[config.mk]
export PLATFORM = sky130hd
export DESIGN_NAME = fdr_div_step
export DESIGN_NICKNAME = d
export VERILOG_FILES = /design/src/sv/fdr_pkg.sv /design/src/sv/fdr_div_step.sv
export SDC_FILE = /design/constraint.sdc
export NUM_CORES = 1
export LEC_CHECK = 0
export BUFFER_PORTS_ARGS = -buffer_cell sky130_fd_sc_hd__buf_2
export CORE_AREA = 5 5 156 158
export DETAILED_ROUTE_END_ITERATION = 16
export DIE_AREA = 0 0 161 163
export PLACE_DENSITY = 0.81
export SYNTH_ARGS = -nofsm -noshare
export SYNTH_HDL_FRONTEND = slang
export SYNTH_SLANG_ARGS = --single-unit
[constraint.sdc]
create_clock -name clk -period 1.5 [get_ports clk]
set_input_delay 0.15 -clock clk [delete_from_list [all_inputs] [get_ports clk]]
set_output_delay 0.15 -clock clk [all_outputs]
set_load 0.1 [all_outputs]
[src/sv/fdr_pkg.sv]
// Shared types and constants for the Fresnel dielectric reflectance pipeline.
// Has no dependencies; every other file refers to it by scoped names.
package fdr_pkg;

    localparam int SQRT_STEPS = 28;
    localparam int DIV_STEPS  = 21;
    localparam logic [15:0] ONE_Q15 = 16'd32768;

    // Fields that ride alongside the square root.
    typedef struct packed {
        logic [15:0] eta;
        logic [15:0] c;
        logic [30:0] ec;
        logic        tir;
    } side_t;

    // State of the digit-by-digit square root.
    typedef struct packed {
        logic [54:0] v;
        logic [55:0] r;
        side_t       side;
    } sqrt_t;

    // State of the two restoring dividers (s and p lanes).
    typedef struct packed {
        logic [32:0] s_rem;
        logic [31:0] s_den;
        logic [20:0] s_q;
        logic [45:0] p_rem;
        logic [44:0] p_den;
        logic [20:0] p_q;
        logic        tir;
        logic        zero;
    } div_t;

endpackage

[src/sv/fdr_div_step.sv]
// One registered step of the two restoring dividers, one quotient bit per lane.
// Depends on fdr_pkg.
module fdr_div_step (
    input  logic              clk,
    input  logic              rst_n,
    input  logic              en,
    input  logic              in_valid,
    input  fdr_pkg::div_t     in_data,
    output logic              out_valid,
    output fdr_pkg::div_t     out_data
);

    logic          valid_reg;
    fdr_pkg::div_t data_reg;
    fdr_pkg::div_t data_next;
    logic          s_bit;
    logic          p_bit;
    logic [32:0]   s_left;
    logic [45:0]   p_left;

    always_comb
    begin
        s_bit  = in_data.s_rem >= {1'b0, in_data.s_den};
        p_bit  = in_data.p_rem >= {1'b0, in_data.p_den};
        s_left = s_bit ? (in_data.s_rem - {1'b0, in_data.s_den}) : in_data.s_rem;
        p_left = p_bit ? (in_data.p_rem - {1'b0, in_data.p_den}) : in_data.p_rem;
        data_next       = in_data;
        data_next.s_rem = {s_left[31:0], 1'b0};
        data_next.p_rem = {p_left[44:0], 1'b0};
        data_next.s_q   = {in_data.s_q[19:0], s_bit};
        data_next.p_q   = {in_data.p_q[19:0], p_bit};
    end

    always_ff @(posedge clk or negedge rst_n)
    begin
        if (!rst_n)
            valid_reg <= 1'b0;
        else if (en)
            valid_reg <= in_valid;
    end

    always_ff @(posedge clk)
    begin
        if (en)
            data_reg <= data_next;
    end

    assign out_valid = valid_reg;
    assign out_data  = data_reg;

endmodule

# Yosys cells after proc, flatten, opt, wreduce, memory -nomap -nowiden
# Index checks and enable logic that the tools add are counted.
[word_totals]
regBits = 199
inputBits = 204
output_inout_bits = 201
elab_cells = 15
[classes]
addsub = 2
n_lt_le_gt_ge = 2
muxes = 2
[op_table]
columns = ["operator", "count"]
rows = [
  ["46-bit by 45-bit greater-or-equal comparator with 1-bit output", 1],
  ["45-bit 2-to-1 mux", 1],
  ["45-bit subtractor", 1],
  ["33-bit by 32-bit greater-or-equal comparator with 1-bit output", 1],
  ["32-bit 2-to-1 mux", 1],
  ["32-bit subtractor", 1],
]

# Logic depth before layout (Yosys ltp)
[logic_depth]
depth_word = 2
ltp_mapped = 15
mapped_depth_nobuf = 13

# Worst setup path after synthesis
# No wires, ideal clock.
[synth_timing]
kind = "in2reg"
from = "input in_data[68] in the netlist's numbering"
to = "register data_reg (netlist bit out_data[104]) (data pin)"
setup_time_ns = 0.262
t_arrival_ns = 2.619
required_ns = 1.238
setup_slack_ns = -1.381
cell_stages = 14
path_buffers = 2
cell_sequence = "inv_1 ha_1 inv_1 fa_1 a211oi_1 nor2_1 o22ai_2 o311ai_4 a211oi_2 o21ai_2 a21oi_2 buf_6 buf_6 mux2_1"
[synth_via]
elab_chain_cells = 2
elab_cells_between_ends = 3
cone_classes = "add/sub (1); order compare (1); mux (1)"
[synth_rtl]
columns = ["item", "line", "rtl"]
rows = [
  ["start, declared", "fdr_div_step.sv:8", "input fdr_pkg::div_t in_data,"],
  ["45-bit subtractor / 46-bit by 45-bit greater-or-equal comparator with 1-bit output (equally long branches)", "fdr_div_step.sv:26, fdr_div_step.sv:24", ""],
  ["45-bit 2-to-1 mux (*)", "fdr_div_step.sv:26", "p_left = p_bit ? (in_data.p_rem - {1'b0, in_data.p_den}) : in_data.p_rem;"],
  ["net p_left[35]", "fdr_div_step.sv:19", "logic [45:0] p_left;"],
  ["end signal, assigned", "fdr_div_step.sv:45", "data_reg <= data_next;"],
  ["end, declared", "fdr_div_step.sv:14", "fdr_pkg::div_t data_reg;"],
]
# Mark *: on every way through the listed nets, which the timed path passes. The rest lies on a longest branch.
# A chain may end at the register's enable or synchronous reset.

# Worst setup path in the final report
[layout_timing]
from = "input in_data[56] in the netlist's numbering"
to = "register data_reg (netlist bit out_data[112]) (data pin)"
# The elaborated chain is that of the path after synthesis.

==> metrics.yaml <==
status: "finished with violations"
violations: "negative hold slack, negative setup slack"
finalSetupTns_ns: -79.29
yosys_register_bits: 199
reg2regPathDepth: 1
hold_path.class: "in2reg"
synth_cells: 1068
r2r-end: "out_valid"
wire_per_inst_um: 25.5
final_max_slew_viol_count: 0
rsz0062_at_grt: "yes"
syn_area_per_cell_um2: 10.8
clock_latency_ns: 0.46
layout-area-overhead-vs-synth_pct: 74.7
finalSetupViolCount: 81
cts_made_buffers: 17
cts_tree: "yes"
arrival_ns: 2.88
post-place-ws_ns: -1.53
max_freq_mhz: 383
cp_data_required_time_ns: 1.77
hold_viol: 2
die_w_um: 161
fin_ws_ns: -1.11
min_to: "out_data[81]"
ioPinCount: 405
globalRoute.totalOverflow: 0
relSlewSlack: 0.394
regToRegStartpoint: "out_valid"
cts.path.max_buffers: 2
port_buffers: 400
crit_type: "in2reg"
hold_ws_ns: -0.00358
dp_hpwl_um: 29900
num_rows: 56
whs_path_depth: 3
worst_pin_slew_ns: 0.900
total_power_mw: 23.3
synth_cell_types: 78
start_util: 0.501
final_common_cell: "buf_2"
crit_start: "in_data[56]"
nets: 2227
grt_first_pass_wirelength_um: 74900
ir_worst_vdd_uv: 772
drive_above_1_share: 0.513
hold_start: "in_data[80]"
clock-root-buffer: "clkbuf_16"
viasPerCell: 6.18
synthFlopType: "edfxtp_1"
die_y_um: 163
max_cap_viol_count: 0
ant_nets: 0
vias: 14000
track_usage: 0.366
dr.pass1.iters: 6
synth_edf_count: 198
cts.htree.levels: 4
min_period_over_period: 1.74
routed_wl_um: 57700
reg2reg_setup_slack_ns: 0.74
clk_pin_slew_ns: 0.08
ys_async_sr_fraction: 0.00503
powerDensity_nw_per_um2: 1160
skew_ns: 0
grt_max_degree: 61
layout_common_cells: "buf_2 (381), buf_4 (309), edfxtp_1 (198)"
drc: 0
leakagePower_nw: 9.22
yosysSeqAreaShare: 0.518
cts_sinks: 199
min_period_ns: 2.61
grt_pass1_vias: 13500
die-area_um2: 26200
start_kind: "input port"
crit_fanout: 9
core_um2: 23000
antenna_found_initial: 17
end_kind: "flip-flop"
drtIter0Drc: 1763
synth_warnings: 0
gp_congestion: 0.950
syn_area_um2: 11500
cell type report:
type	instances	area, µm²
antenna	16	40.0
tap	290	363
multi-input combinational	737	6160
inverter	104	438
fill	994	2850
clock inverter	15	213
timing repair buffer	885	6530
clock buffer	17	425
sequential	199	5970
logic make-up (layout without fill, tap and decap cells):
logic type / after synthesis / count (layout) / share of synthesized area
mux: 13 / 13 / 0.0127
xor+xnor: 58 / 58 / 0.0441
other cells: 1 / 18 / 0.000326
fa+ha+maj: 79 / 79 / 0.0871
flops: 199 / 199 / 0.518
compound gates: 304 / 304 / 0.175
simple gates: 281 / 281 / 0.114
buf+inv: 133 / 1021 / 0.0483
flip-flops by register name (all words and copies together), names as in the netlist:
register and flops:
out_data 198, out_valid 1
worst max path at each step:
stage	end	slack, ns	depth (start not counted)
2_1_floorplan	out_data[104]	-1.17	14
3_3_place_gp	out_data[193]	-1.45	13
3_5_place_dp	out_data[100]	-1.53	16
4_1_cts	out_data[104]	-1.00	15
5_1_grt	out_data[112]	-1.17	15
6_report	out_data[112]	-1.11	15
layer usage:
layer | vias to the layer above | GRT usage | routed length, µm
met5 | - | 0 | 22
met4 | 4 | 0.240 | 5630
met3 | 463 | 0.0845 | 6400
met2 | 1355 | 0.634 | 26900
met1 | 6474 | 0.404 | 18700
li1 | 5682 | - | -
power breakdown:
group,internal [mW],switching [mW]
logic,3.30,7.76
registers,6.87,0.228
clock network,2.34,2.80
total,12.5,10.8
Yosys cell counts (all sizes together), types with 3 or more instances:
library cell  count  area share
nand4b            3      0.0023
nor2             51       0.017
nor3             23       0.010
xnor2            33       0.025
a21o             32       0.021
o22ai             5      0.0033
nand3            19      0.0083
o21a             15      0.0098
clkbuf           10      0.0036
or2               5      0.0027
mux2             10       0.010
o21bai            8      0.0052
buf              19       0.011
a2111oi           3      0.0045
o31a              9      0.0068
and3             10      0.0054
nand4            12      0.0065
and2              7      0.0038
nor2b            10      0.0054
a21oi            70       0.031
o311ai            3      0.0045
nand2b           13      0.0071
a211oi            8      0.0056
xor2             25       0.019
a221oi            4      0.0041
a21boi            4      0.0026
a31oi             6      0.0038
o211ai            6      0.0039
a211o             3      0.0023
o21ai           100       0.044
inv             104       0.034
edfxtp          198        0.52
ha               77       0.084
mux2i             3      0.0026
nor3b             3      0.0024
nand2           117       0.038
o31ai            12      0.0083
per-stage QoR:
stage / instances / hold slack (ns) / util / area [µm²]
floorplan: 1069 / -0.146 / - / 11800
global placement: 2009 / -0.0753 / 0.702 / 16100
detailed placement: 2009 / -0.0728 / 0.702 / 16100
CTS: 2220 / 0.000490 / 0.834 / 19200
global route: 2260 / -0.000974 / 0.876 / 20100
finish: 2263 / -0.00358 / 0.876 / 20100
repair_timing:
item                       CTS  global route
resized for setup          170           162
buffers inserted            41            30
hold buffers               134             2
pin swaps                   63            81
setup endpoints to repair   79            79
gates cloned                 7             3
hold endpoints to repair   133             2
critical path: stages:
cell	delay [ns]
buf_2	0.10
inv_1	0.09
ha_4	0.22
buf_4	0.16
a21oi_1	0.23
o21ai_1	0.19
a31oi_2	0.24
o21ai_2	0.12
a221oi_2	0.33
o21ai_2	0.13
a21oi_4	0.31
buf_12	0.21
buf_8	0.13
nor2_2	0.04
a32oi_1	0.23
Power figures use the tool's default switching activity.
